$ cat src/rtl/mpgas_pkg.sv
// ----------------------------------------------------------------------------
// mpgas_pkg
// Shared types, constants and lookup tables for the MPEG audio frame sync
// and header parse unit.
// ----------------------------------------------------------------------------
package mpgas_pkg;

  // Defaults for the top-level parameters
  localparam int COUNT_BITS_DEF  = 24;
  localparam int QUEUE_DEPTH_DEF = 2;

  // Configuration register indexes
  localparam logic [1:0] CFG_TEMPLATE = 2'd0;
  localparam logic [1:0] CFG_LIMIT    = 2'd1;
  localparam logic [1:0] CFG_LAYER1   = 2'd2;

  localparam logic [31:0] TEMPLATE_MASK = 32'hffff0c00;
  localparam logic [31:0] SYNC_BITS     = 32'hffe00000;
  localparam logic [23:0] SKIP_MAX      = 24'hffffff;

  // Frame size numerator: K * bitrate, K up to 144000, bitrate up to 448
  localparam int PROD_W = 26;
  localparam int FREQ_W = 16;
  localparam logic [17:0] K_LAYER1 = 18'd12000;
  localparam logic [17:0] K_FULL   = 18'd144000;
  localparam logic [17:0] K_HALF   = 18'd72000;

  // Event passed from the front end to the decode back end
  typedef struct packed {
    logic        status;
    logic [23:0] skipped;
    logic [31:0] header;
  } evt_t;

  // One result item
  typedef struct packed {
    logic        status;
    logic [23:0] skipped_bytes;
    logic [31:0] header_word;
    logic [1:0]  mpeg_version;
    logic [1:0]  layer_index;
    logic [8:0]  bitrate_kbps;
    logic [15:0] sample_rate_hz;
    logic [11:0] frame_bytes;
    logic [10:0] samples_per_frame;
    logic [12:0] frame_time_num;
    logic [7:0]  frame_time_den;
  } res_t;

  // Bitrate rows: MPEG-1 layers I..III, then MPEG-2/2.5 layer I, layers II/III
  localparam logic [8:0] RATE_TAB [0:4][0:15] = '{
    '{0, 32, 64, 96, 128, 160, 192, 224, 256, 288, 320, 352, 384, 416, 448, 0},
    '{0, 32, 48, 56, 64, 80, 96, 112, 128, 160, 192, 224, 256, 320, 384, 0},
    '{0, 32, 40, 48, 56, 64, 80, 96, 112, 128, 160, 192, 224, 256, 320, 0},
    '{0, 32, 48, 56, 64, 80, 96, 112, 128, 144, 160, 176, 192, 224, 256, 0},
    '{0, 8, 16, 24, 32, 40, 48, 56, 64, 80, 96, 112, 128, 144, 160, 0}
  };

  // Sample rate by version and rate index
  localparam logic [15:0] FREQ_TAB [0:2][0:2] = '{
    '{44100, 48000, 32000},
    '{22050, 24000, 16000},
    '{11025, 12000, 8000}
  };

  // Frame time numerator by layer, version and rate index
  localparam logic [12:0] NUM_TAB [0:2][0:2][0:2] = '{
    '{'{1280, 8, 12},  '{2560, 16, 24}, '{5120, 32, 48}},
    '{'{1280, 24, 36}, '{2560, 48, 72}, '{5120, 96, 144}},
    '{'{1280, 24, 36}, '{1280, 24, 36}, '{2560, 48, 72}}
  };

endpackage

$ cat src/rtl/mpeg_audio_frame_sync_parse_unit.sv
// ----------------------------------------------------------------------------
// mpeg_audio_frame_sync_parse_unit
// Path: a timeout result moves from the event queue into the back end's
//   working register, then into the output register once that is free; a
//   decoded header first passes table load, multiply and the 26-step divider.
// Throughput: one byte per cycle while the event queue has room; the back end
//   takes the next event only once the last has gone to the output register.
// Reset: synchronous, active low; clears search state, queue and registers
//   (limit 0, template 0, Layer I accepted). No clearing pass.
// ----------------------------------------------------------------------------
module mpeg_audio_frame_sync_parse_unit
  import mpgas_pkg::*;
#(
  parameter int COUNT_BITS  = COUNT_BITS_DEF,
  parameter int QUEUE_DEPTH = QUEUE_DEPTH_DEF
) (
  input  logic        clk,
  input  logic        rst_n,
  input  logic        in_push,
  output logic        in_full,
  input  logic [7:0]  in_stream_byte,
  input  logic        in_restart,
  output logic        out_empty,
  input  logic        out_pop,
  output logic        out_status,
  output logic [23:0] out_skipped_bytes,
  output logic [31:0] out_header_word,
  output logic [1:0]  out_mpeg_version,
  output logic [1:0]  out_layer_index,
  output logic [8:0]  out_bitrate_kbps,
  output logic [15:0] out_sample_rate_hz,
  output logic [11:0] out_frame_bytes,
  output logic [10:0] out_samples_per_frame,
  output logic [12:0] out_frame_time_num,
  output logic [7:0]  out_frame_time_den,
  input  logic        cfg_we,
  input  logic [1:0]  cfg_index,
  input  logic [31:0] cfg_data
);

  logic [31:0] template_r;
  logic [23:0] limit_r;
  logic        layer1_r;

  logic accept;
  logic evt_push;
  evt_t evt;
  evt_t q_head;
  logic q_full;
  logic q_empty;
  logic q_pop;
  res_t res;
  logic res_valid;

  assign in_full = q_full;
  assign accept  = in_push && !q_full;

  // Hold configuration registers
  always_ff @(posedge clk) begin
    if (!rst_n) begin
      template_r <= '0;
      limit_r    <= '0;
      layer1_r   <= 1'b1;
    end else if (cfg_we) begin
      case (cfg_index)
        CFG_TEMPLATE: template_r <= cfg_data;
        CFG_LIMIT:    limit_r    <= cfg_data[23:0];
        CFG_LAYER1:   layer1_r   <= cfg_data[0];
        default:      ;
      endcase
    end
  end

  mpgas_front #(
    .COUNT_BITS (COUNT_BITS)
  ) u_front (
    .clk             (clk),
    .rst_n           (rst_n),
    .accept          (accept),
    .stream_byte     (in_stream_byte),
    .restart         (in_restart),
    .template_header (template_r),
    .search_limit    (limit_r),
    .accept_layer1   (layer1_r),
    .evt_push        (evt_push),
    .evt             (evt)
  );

  mpgas_fifo #(
    .DEPTH (QUEUE_DEPTH)
  ) u_fifo (
    .clk       (clk),
    .rst_n     (rst_n),
    .push      (evt_push),
    .push_data (evt),
    .pop       (q_pop),
    .head      (q_head),
    .full      (q_full),
    .empty     (q_empty)
  );

  mpgas_back u_back (
    .clk       (clk),
    .rst_n     (rst_n),
    .head      (q_head),
    .q_empty   (q_empty),
    .q_pop     (q_pop),
    .res       (res),
    .res_valid (res_valid),
    .res_pop   (out_pop)
  );

  // Drive result ports from the output register
  assign out_empty             = !res_valid;
  assign out_status            = res.status;
  assign out_skipped_bytes     = res.skipped_bytes;
  assign out_header_word       = res.header_word;
  assign out_mpeg_version      = res.mpeg_version;
  assign out_layer_index       = res.layer_index;
  assign out_bitrate_kbps      = res.bitrate_kbps;
  assign out_sample_rate_hz    = res.sample_rate_hz;
  assign out_frame_bytes       = res.frame_bytes;
  assign out_samples_per_frame = res.samples_per_frame;
  assign out_frame_time_num    = res.frame_time_num;
  assign out_frame_time_den    = res.frame_time_den;

endmodule

$ cat src/rtl/mpgas_fifo.sv
// ----------------------------------------------------------------------------
// mpgas_fifo
// Short event queue between the sync front end and the decode back end.
// ----------------------------------------------------------------------------
module mpgas_fifo
  import mpgas_pkg::*;
#(
  parameter int DEPTH = QUEUE_DEPTH_DEF
) (
  input  logic clk,
  input  logic rst_n,
  input  logic push,
  input  evt_t push_data,
  input  logic pop,
  output evt_t head,
  output logic full,
  output logic empty
);

  localparam int PTR_W = (DEPTH > 1) ? $clog2(DEPTH) : 1;
  localparam int CNT_W = $clog2(DEPTH + 1);

  evt_t             mem_r [DEPTH];
  logic [PTR_W-1:0] wr_ptr_r;
  logic [PTR_W-1:0] rd_ptr_r;
  logic [CNT_W-1:0] count_r;

  logic do_push;
  logic do_pop;

  assign full    = (count_r == CNT_W'(DEPTH));
  assign empty   = (count_r == '0);
  assign do_push = push && !full;
  assign do_pop  = pop && !empty;
  assign head    = mem_r[rd_ptr_r];

  // Store pushed events
  always_ff @(posedge clk) begin
    if (do_push) begin
      mem_r[wr_ptr_r] <= push_data;
    end
  end

  // Advance pointers and occupancy
  always_ff @(posedge clk) begin
    if (!rst_n) begin
      wr_ptr_r <= '0;
      rd_ptr_r <= '0;
      count_r  <= '0;
    end else begin
      if (do_push) begin
        wr_ptr_r <= (wr_ptr_r == PTR_W'(DEPTH - 1)) ? '0 : wr_ptr_r + PTR_W'(1);
      end
      if (do_pop) begin
        rd_ptr_r <= (rd_ptr_r == PTR_W'(DEPTH - 1)) ? '0 : rd_ptr_r + PTR_W'(1);
      end
      if (do_push && !do_pop) begin
        count_r <= count_r + CNT_W'(1);
      end else if (do_pop && !do_push) begin
        count_r <= count_r - CNT_W'(1);
      end
    end
  end

endmodule

$ cat src/rtl/mpgas_front.sv
// ----------------------------------------------------------------------------
// mpgas_front
// Byte window, search counter, limit check and header validity check.
// Emits one event per finished search.
// ----------------------------------------------------------------------------
module mpgas_front
  import mpgas_pkg::*;
#(
  parameter int COUNT_BITS = COUNT_BITS_DEF
) (
  input  logic        clk,
  input  logic        rst_n,
  input  logic        accept,
  input  logic [7:0]  stream_byte,
  input  logic        restart,
  input  logic [31:0] template_header,
  input  logic [23:0] search_limit,
  input  logic        accept_layer1,
  output logic        evt_push,
  output evt_t        evt
);

  localparam int WIDE = (COUNT_BITS > 24) ? COUNT_BITS : 24;
  localparam logic [COUNT_BITS-1:0] CNT_MAX = {COUNT_BITS{1'b1}};

  logic [31:0]           window_r;
  logic [COUNT_BITS-1:0] count_r;
  logic [31:0]           window_nxt;
  logic [COUNT_BITS-1:0] count_nxt;

  logic [31:0]           win_base;
  logic [COUNT_BITS-1:0] cnt_base;
  logic [WIDE-1:0]       cnt_w;
  logic [WIDE-1:0]       skip_w;
  logic                  armed;
  logic                  timeout;
  logic                  found;
  logic                  hdr_ok;
  logic [31:0]           tpl;

  // Header validity against sync, field ranges and the template
  always_comb begin
    tpl    = template_header & TEMPLATE_MASK;
    hdr_ok = 1'b1;
    if ((window_nxt & SYNC_BITS) != SYNC_BITS) hdr_ok = 1'b0;
    if (window_nxt[20:19] == 2'b01) hdr_ok = 1'b0;
    if (window_nxt[18:17] == 2'b00) hdr_ok = 1'b0;
    if (window_nxt[18:17] == 2'b11 && !accept_layer1) hdr_ok = 1'b0;
    if (window_nxt[15:12] == 4'hf || window_nxt[15:12] == 4'h0) hdr_ok = 1'b0;
    if (window_nxt[11:10] == 2'b11) hdr_ok = 1'b0;
    if (tpl != '0 && (window_nxt & TEMPLATE_MASK) != tpl) hdr_ok = 1'b0;
  end

  // Shift in the byte, count it and classify the search
  always_comb begin
    win_base   = restart ? '0 : window_r;
    cnt_base   = restart ? '0 : count_r;
    window_nxt = {win_base[23:0], stream_byte};
    count_nxt  = (cnt_base == CNT_MAX) ? cnt_base : cnt_base + COUNT_BITS'(1);
    cnt_w      = WIDE'(count_nxt);
    armed      = (count_nxt >= COUNT_BITS'(4));
    timeout    = armed && (search_limit != '0) && (cnt_w > WIDE'(search_limit));
    found      = armed && !timeout && hdr_ok;
    skip_w     = cnt_w - WIDE'(4);

    evt_push    = accept && (timeout || found);
    evt.status  = timeout;
    evt.skipped = (skip_w > WIDE'(SKIP_MAX)) ? SKIP_MAX : skip_w[23:0];
    evt.header  = window_nxt;
  end

  // Hold search state; drop it once the search ends
  always_ff @(posedge clk) begin
    if (!rst_n) begin
      window_r <= '0;
      count_r  <= '0;
    end else if (accept) begin
      if (timeout || found) begin
        window_r <= '0;
        count_r  <= '0;
      end else begin
        window_r <= window_nxt;
        count_r  <= count_nxt;
      end
    end
  end

endmodule

$ cat src/rtl/mpgas_div.sv
// ----------------------------------------------------------------------------
// mpgas_div
// Restoring divider, one quotient bit per cycle.
// ----------------------------------------------------------------------------
module mpgas_div
  import mpgas_pkg::*;
(
  input  logic              clk,
  input  logic              rst_n,
  input  logic              start,
  input  logic [PROD_W-1:0] num,
  input  logic [FREQ_W-1:0] den,
  output logic              done,
  output logic [PROD_W-1:0] quot
);

  localparam int ITER_W = $clog2(PROD_W);

  logic              busy_r;
  logic              done_r;
  logic [ITER_W-1:0] iter_r;
  logic [PROD_W-1:0] num_r;
  logic [FREQ_W-1:0] den_r;
  logic [FREQ_W-1:0] rem_r;

  logic [FREQ_W:0]   rem_s;
  logic              ge;
  logic [FREQ_W-1:0] rem_nxt;

  assign done = done_r;
  assign quot = num_r;

  // One trial subtraction
  always_comb begin
    rem_s   = {rem_r, num_r[PROD_W-1]};
    ge      = (rem_s >= {1'b0, den_r});
    rem_nxt = ge ? FREQ_W'(rem_s - {1'b0, den_r}) : rem_s[FREQ_W-1:0];
  end

  // Shift quotient bits in as the dividend moves out
  always_ff @(posedge clk) begin
    if (!rst_n) begin
      busy_r <= 1'b0;
      done_r <= 1'b0;
      iter_r <= '0;
    end else begin
      done_r <= !start && busy_r && (iter_r == ITER_W'(PROD_W - 1));
      if (start) begin
        busy_r <= 1'b1;
        iter_r <= '0;
        num_r  <= num;
        den_r  <= den;
        rem_r  <= '0;
      end else if (busy_r) begin
        rem_r <= rem_nxt;
        num_r <= {num_r[PROD_W-2:0], ge};
        if (iter_r == ITER_W'(PROD_W - 1)) begin
          busy_r <= 1'b0;
        end else begin
          iter_r <= iter_r + ITER_W'(1);
        end
      end
    end
  end

endmodule

$ cat src/rtl/mpgas_back.sv
// ----------------------------------------------------------------------------
// mpgas_back
// Header decode back end: table lookups, frame size multiply and divide,
// and the result output register.
// ----------------------------------------------------------------------------
module mpgas_back
  import mpgas_pkg::*;
(
  input  logic clk,
  input  logic rst_n,
  input  evt_t head,
  input  logic q_empty,
  output logic q_pop,
  output res_t res,
  output logic res_valid,
  input  logic res_pop
);

  typedef enum logic [1:0] {
    S_IDLE,
    S_MUL,
    S_DIV,
    S_DONE
  } state_t;

  state_t            state_r;
  res_t              work_r;
  res_t              res_r;
  logic              res_valid_r;
  logic [17:0]       k_r;
  logic              pad_r;
  logic [PROD_W-1:0] prod_r;
  logic              div_start_r;

  logic              div_done;
  logic [PROD_W-1:0] div_quot;
  logic [PROD_W-1:0] size_w;

  logic [1:0]  ver;
  logic [1:0]  layer;
  logic [1:0]  fidx;
  logic [2:0]  row;
  logic [10:0] samples;
  logic [7:0]  den;
  logic [17:0] k_sel;
  res_t        work_load;
  logic        out_free;

  assign q_pop     = (state_r == S_IDLE) && !q_empty;
  assign res       = res_r;
  assign res_valid = res_valid_r;
  assign out_free  = !res_valid_r || res_pop;

  // Decode the fields of the queue head
  always_comb begin
    case (head.header[20:19])
      2'b11:   ver = 2'd0;
      2'b10:   ver = 2'd1;
      default: ver = 2'd2;
    endcase
    case (head.header[18:17])
      2'b11:   layer = 2'd0;
      2'b10:   layer = 2'd1;
      default: layer = 2'd2;
    endcase
    fidx = (head.header[11:10] == 2'b11) ? 2'd2 : head.header[11:10];
    if (ver == 2'd0) begin
      row = {1'b0, layer};
    end else begin
      row = (layer == 2'd0) ? 3'd3 : 3'd4;
    end
    if (layer == 2'd0) begin
      samples = 11'd384;
      k_sel   = K_LAYER1;
    end else if (ver != 2'd0 && layer == 2'd2) begin
      samples = 11'd576;
      k_sel   = K_HALF;
    end else begin
      samples = 11'd1152;
      k_sel   = K_FULL;
    end
    if (fidx != 2'd0) begin
      den = 8'd1;
    end else begin
      den = (layer == 2'd0) ? 8'd147 : 8'd49;
    end

    // Build the working transaction; a timeout keeps only status and skip count
    work_load               = '0;
    work_load.status        = head.status;
    work_load.skipped_bytes = head.skipped;
    if (!head.status) begin
      work_load.header_word       = head.header;
      work_load.mpeg_version      = ver;
      work_load.layer_index       = layer;
      work_load.bitrate_kbps      = RATE_TAB[row][head.header[15:12]];
      work_load.sample_rate_hz    = FREQ_TAB[ver][fidx];
      work_load.samples_per_frame = samples;
      work_load.frame_time_num    = NUM_TAB[layer][ver][fidx];
      work_load.frame_time_den    = den;
    end
  end

  // Frame bytes from the quotient and padding
  always_comb begin
    if (work_r.layer_index == 2'd0) begin
      size_w = PROD_W'((div_quot + PROD_W'(pad_r)) << 2);
    end else begin
      size_w = div_quot + PROD_W'(pad_r);
    end
  end

  mpgas_div u_div (
    .clk   (clk),
    .rst_n (rst_n),
    .start (div_start_r),
    .num   (prod_r),
    .den   (work_r.sample_rate_hz),
    .done  (div_done),
    .quot  (div_quot)
  );

  // Sequence one event through decode and into the output register
  always_ff @(posedge clk) begin
    if (!rst_n) begin
      state_r     <= S_IDLE;
      res_valid_r <= 1'b0;
      div_start_r <= 1'b0;
    end else begin
      div_start_r <= (state_r == S_MUL);
      res_valid_r <= ((state_r == S_DONE) && out_free) || (res_valid_r && !res_pop);
      case (state_r)
        S_IDLE: begin
          if (!q_empty) begin
            work_r <= work_load;
            if (head.status) begin
              state_r <= S_DONE;
            end else begin
              k_r     <= k_sel;
              pad_r   <= head.header[9];
              state_r <= S_MUL;
            end
          end
        end
        S_MUL: begin
          prod_r  <= PROD_W'(k_r) * PROD_W'(work_r.bitrate_kbps);
          state_r <= S_DIV;
        end
        S_DIV: begin
          if (div_done) begin
            work_r.frame_bytes <= size_w[11:0];
            state_r            <= S_DONE;
          end
        end
        S_DONE: begin
          if (out_free) begin
            res_r   <= work_r;
            state_r <= S_IDLE;
          end
        end
        default: begin
          state_r <= S_IDLE;
        end
      endcase
    end
  end

endmodule
$ cat config.mk
export PLATFORM = sky130hd
export DESIGN_NAME = mpeg_audio_frame_sync_parse_unit
export DESIGN_NICKNAME = d
export VERILOG_FILES = /design/src/rtl/mpgas_pkg.sv /design/src/rtl/mpeg_audio_frame_sync_parse_unit.sv /design/src/rtl/mpgas_fifo.sv /design/src/rtl/mpgas_front.sv /design/src/rtl/mpgas_div.sv /design/src/rtl/mpgas_back.sv
export SDC_FILE = /design/constraint.sdc
export NUM_CORES = 1
export LEC_CHECK = 0
export BUFFER_PORTS_ARGS = -buffer_cell sky130_fd_sc_hd__buf_2
export CAP_MARGIN = 40
export CORE_AREA = 2 2 170 296
export DETAILED_ROUTE_END_ITERATION = 16
export DIE_AREA = 0 0 172 298
export GPL_TIMING_DRIVEN = 1
export PLACE_DENSITY = 0.72
export RECOVER_POWER = 50
export SYNTH_ARGS = -nofsm -noshare
export SYNTH_HDL_FRONTEND = slang
export SYNTH_HIERARCHICAL = 1
export SYNTH_SLANG_ARGS = --single-unit
$ cat constraint.sdc
create_clock -name clk -period 12.2 [get_ports clk]
set_input_delay 1.83 -clock clk [delete_from_list [all_inputs] [get_ports clk]]
set_output_delay 1.83 -clock clk [all_outputs]
set_load 0.05 [all_outputs]
Word level (Yosys, flattened, before mapping)
Memories as Yosys holds them, arrays and structs flattened. A register that Yosys moved wholly into a read port is not among the register bits.
Index checks and enable logic that the tools add are counted.
- memory bits (read-only): 1152
- register bits: 483
- logic and storage cells: 226
- bits of input ports: 48
- memories: 2
- output and inout bits: 132
- memory bits (writable): 114
- multiplexer cells: 68
- multipliers: 1
- order comparisons: 9
- equal/unequal tests: 23
- reductions and logical operators: 61
- $add $sub $neg: 9
- bitwise logic cells: 9
- memory list (memory ; words ; width ; rd ports ; clocked after memory_dff ; write ports ; line ; text):
    (name not given) ; 8 ; 144 ; 1 ; 0 ; 0 ; mpgas_back.sv:96 ; work_load.bitrate_kbps = RATE_TAB[row][head.header[15:12]];
    u_fifo.mem_r ; 2 ; 57 ; 1 ; 1 ; 1 ; mpgas_fifo.sv:23 ; evt_t mem_r [DEPTH];
- operators by type and width (operator ; number):
    144-bit 2-to-1 mux ; 2
    117-bit binary-select mux with 2-bit select ; 1
    117-bit 2-to-1 mux ; 2
    24-bit 2-to-1 mux ; 6
    48-bit binary-select mux with 2-bit select ; 1
    48-bit 2-to-1 mux ; 2
    39-bit binary-select mux with 2-bit select ; 1
    39-bit 2-to-1 mux ; 2
    16-bit 2-to-1 mux ; 4
    26-bit 2-to-1 mux ; 2
    44-bit 2-to-1 mux ; 1
    9-bit binary-select mux with 4-bit select ; 1
    16-bit binary-select mux with 2-bit select ; 1
    32-bit 2-to-1 mux ; 1
    32-bit nonzero test ; 1
    13-bit binary-select mux with 2-bit select ; 1
    18-bit by 9-bit multiplier with 26-bit output ; 1
    13-bit 2-to-1 mux ; 2
    24-bit by 1-bit adder with 24-bit output, second input constant ; 1
    2-bit == test, second input constant ; 12
    24-bit == test, second input constant ; 1
    24-bit by 3-bit greater-or-equal comparator with 1-bit output, second input constant ; 1
    24-bit > comparator ; 1
    24-bit > comparator, second input constant ; 1
    44 further kinds ; 131

Logic depth before layout (Yosys ltp)
- depth after elaboration: 17
- gate-level depth with buffers: 27
- depth with buffers taken out: 22

Hierarchy
The synthesis kept the hierarchy.
- modules (own cells, without submodules) (module ; area each (um2) ; sequential area each (um2) ; cells an instance ; instances):
    mpgas_back ; 11507.3 ; 7497.2 ; 828 ; 1
    mpgas_front ; 4785.8 ; 960.9 ; 582 ; 1
    mpgas_fifo ; 4347.9 ; 3523.4 ; 202 ; 1
    mpgas_div ; 3633.5 ; 1881.8 ; 310 ; 1
    mpeg_audio_frame_sync_parse_unit ; 2270.9 ; 1141.1 ; 226 ; 1

Worst setup path after synthesis
No wires, ideal clock.
- path kind: input-to-reg
- from: input port in_restart
- to: memory u_fifo/mem_r[0][0] (netlist bit), enable pin
- arrival: 8.610 ns
- data required time: 11.737 ns
- setup time: 0.463 ns
- slack: 3.127 ns
- cell stages on the path: 22
- path buffers: 5
- cells stage by stage: buf_6 -> clkbuf_1 -> nor2b_1 -> ha_1 -> and4_1 -> buf_2 -> and4_1 -> a211oi_1 -> a21oi_1 -> or2_2 -> clkbuf_1 -> ha_1 -> and4_1 -> nand3_1 -> or4_1 -> nor3_1 -> o211ai_1 -> o211a_1 -> a21oi_2 -> clkbuf_1 -> inv_1 -> nor3_2
- cells in the longest elaborated chain, start to end: 15
- elaborated cells on any way between the ends: 35
- classes of those cells: add/sub (1); order compare (2); eq/ne (7); mux (12); reduce/logical (13)
- RTL lines (item ; line ; text):
    from (decl) ; mpeg_audio_frame_sync_parse_unit.sv:22 ; input logic in_restart,
    parallel branches: the longest is 10 deep, another holds 24-bit by 1-bit adder with 24-bit output ; n/a ;
    1-bit logical OR (*) ; mpgas_front.sv:66 ; evt_push = accept && (timeout || found);
    1-bit logical AND (*) ; mpgas_front.sv:66 ;
    net evt_push ; mpeg_audio_frame_sync_parse_unit.sv:46 ; logic evt_push;
    1-bit logical AND (*) ; mpgas_fifo.sv:33 ; assign do_push = push && !full;
    1-bit 2-to-1 mux (*) ; mpgas_fifo.sv:39 ; if (do_push) begin
    1-bit 2-to-1 mux (not written as such) (*) ; mpgas_fifo.sv:40 ; mem_r[wr_ptr_r] <= push_data;
    to (decl) ; mpgas_fifo.sv:23 ;
Mark *: on every way through the listed nets, which the timed path passes.

Worst setup path after layout
- from: input port in_restart
- to: memory u_fifo/mem_r[1][42] (netlist bit), enable pin
The elaborated chain is that of the path after synthesis.

==> metrics.txt <==
area grow syn2layout=10.2%; Reg-to-Reg End=u_fifo/mem_r[1][42]; met2 Use GR=0.437; Post-CTS Setup Bufs=0; Tightest Pin Transition=3.26 ns; vias=16.6k; Syn Area/Cell=12.4 µm²; Startpoint Class=primary input; Vias/cell=5.69; Die Y=298 µm; vias in the first global route=16.7k; Hold Vio Cnt, Final=0; status=finished with violations; crit path time final=8.44 ns; share of cells above drive strength 1=0.156; post-CTS resize count=0; Total GRT Usage=0.233; starting density of the core=0.535; number of cell rows=107; R2R Setup Slk=5.12 ns; WS Path Type=in -> reg; Clk pwr share=0.315; I/O pins=180; Placed Instances=2841; PD cells=166 nW/µm²; Synth warnings=6; Max clock buf depth=3; wire length of the first global-routing pass=92000 µm; antenna diode count=0; arrival time worst endpoint=8.64 ns; Syn Inst Count=2106; combinational power share=0.216; Final Max Slew Viols=381; Die W=172 µm; reg2reg path depth=18; met3 GRT Util=0.0260; grt met1 use=0.254; RSZ-0062 raised after global routing=no; PortBufs=164; Die ar.=51300 µm²; sw power=1380 µW; nets=2403; CORE AREA=48700 µm²; post-route clock period utilization=0.692; Max Fanout on Critical Path=58; Layout Cells excl Fill=2924; DRC marker count from the first detailed-route iteration=945; Max Clock Skew=0.0190 ns; gpl congestion=0.921; global route overflow=0; final setup fails=0; initial antenna violation count=1; drt wl/cell=20.4 µm; CTS tree=built; Util after Layout=0.590; clk_lat worst skew=0.58 ns; routed wire length=59700 µm; leak pwr=0.0108 µW; Num CTS Buffers=45; Internal=3410 µW; switching share of power=0.288; FILL cells=4026; Post-route DRC=0; hold buffers post-CTS=0; Slew headroom=-1.18; worst setup path startpoint=in_restart; clk slew on worst S/H paths=0.06 ns; pre-CTS setup slack=3.23 ns; Final TNS setup=0 ns; failing checks=capacitance limit, slew limit; Worst EP required=12.40 ns; Final ANT Viol Nets=0; router iterations before antenna repair=5; peak supply drop=0.000115 V; Max-Cap Viols=8; Netlist Area Pre-Place=26100 µm²; CP Capture Point=u_fifo/mem_r[1][42]; GRT busiest layer=met2; FMAX=118 MHz; Reg-to-Reg Start=u_front/count_r[0]; largest net degree at the start of global routing=82; Hold Path Class=reg -> reg; CTS Sinks=526; Fin Hold WS=0.412 ns; sequential fraction of design power=0.469; worst setup margin=3.76 ns; HPWL Detailed=44500 µm; CTS root buf=clkbuf_16; H-Tree Depth=2; CP Capture Type=flip-flop
==> power by group through the flow <==
stage          Clock [µW]  Sequential (µW)  Combinational (µW)
2_1_floorplan           0             2290                 771
3_3_place_gp            0             2270                1000
3_5_place_dp            0             2280                1030
4_1_cts              1540             2240                1040
5_1_grt              1600             2260                1140
6_report             1510             2250                1030
==> worst max-delay path, stage by stage <==
cell,delay (ns)
buf_2,0.08
buf_4,0.50
nor2b_1,0.22
ha_1,0.29
and4_1,0.32
and4_1,0.40
a211oi_1,0.63
a21oi_1,0.17
or2_2,0.39
ha_1,0.30
and4_1,0.24
nand3_1,0.09
or4_1,0.45
nor3_1,0.37
o211ai_1,0.18
o211a_1,0.28
a21oi_4,0.13
buf_4,0.64
and3_2,0.47
buf_4,0.59
==> per-layer routing <==
layer / wire length (µm) / part of all wire
met2: 32100 / 0.54
met4: 3370 / 0.057
met1: 21900 / 0.37
met5: 13 / 0.00022
met3: 2350 / 0.039
==> how the worst min path moves through the flow <==
stage,startpoint,endpoint,slack [ns],depth (start not counted)
2_1_floorplan,u_back/work_r[0],u_back/res[0],0.40,0
3_3_place_gp,u_back/work_r[80],u_back/res[80],0.40,0
3_5_place_dp,u_back/work_r[37],u_back/res[37],0.40,0
4_1_cts,u_back/work_r[117],u_back/res[117],0.41,0
5_1_grt,u_back/work_r[84],u_back/res[84],0.42,0
6_report,u_back/work_r[121],u_back/res[121],0.41,0
==> final cells by class <==
class / instances / area (µm²) / area share
Clock inverter: 24 / 329 / 0.0115
Tap cell: 654 / 818 / 0.0285
Multi-Input combinational cell: 1362 / 10200 / 0.355
Inverter: 112 / 420 / 0.0146
Sequential cell: 526 / 14700 / 0.512
Timing Repair Buffer: 187 / 1000 / 0.0349
Clock buffer: 59 / 1240 / 0.0431
==> flip-flops by register name, indices dropped and copies added, names as in the netlist, 5 cells and up, named ones only <==
signal and flops:
u_back/work_r 111, u_front/count_r 24, u_fifo/mem_r 114, u_back/u_div/iter_r 5
u_back/u_div/den_r 16, u_front/window_r 24, u_back/u_div/rem_r 16, limit_r 24
u_back/u_div/quot 26, u_back/res 111, u_back/prod_r 18, template_r 18
u_back/k_r 6
==> placed cells by master, fill, tap and decap left out, types with 22 or more instances in the layout <==
| master | instances |
|---|---|
| dfxtp_1 | 107 |
| nor4_1 | 22 |
| nand4_1 | 29 |
| inv_1 | 110 |
| and2_1 | 30 |
| clkbuf_1 | 25 |
| mux2_2 | 49 |
| nor3_1 | 61 |
| ha_1 | 93 |
| a21oi_1 | 70 |
| fa_1 | 28 |
| edfxtp_1 | 419 |
| xor2_1 | 27 |
| o21ai_0 | 45 |
| nand2_1 | 174 |
| nor2b_1 | 83 |
| nand3_1 | 37 |
| nor2_1 | 102 |
| mux2i_1 | 85 |
| xnor2_1 | 69 |
| conb_1 | 24 |
| clkbuf_16 | 45 |
| buf_2 | 154 |
| mux2_1 | 35 |
==> per-stage QoR <==
| step | instance area, µm² | power [µW] |
|---|---|---|
| after floorplan | 26200 | 3060 |
| after global placement | 27200 | 3280 |
| after detailed placement | 27200 | 3310 |
| after CTS | 28800 | 4820 |
| after global routing | 28700 | 5000 |
| final | 28700 | 4780 |
Power figures use the tool's default switching activity.
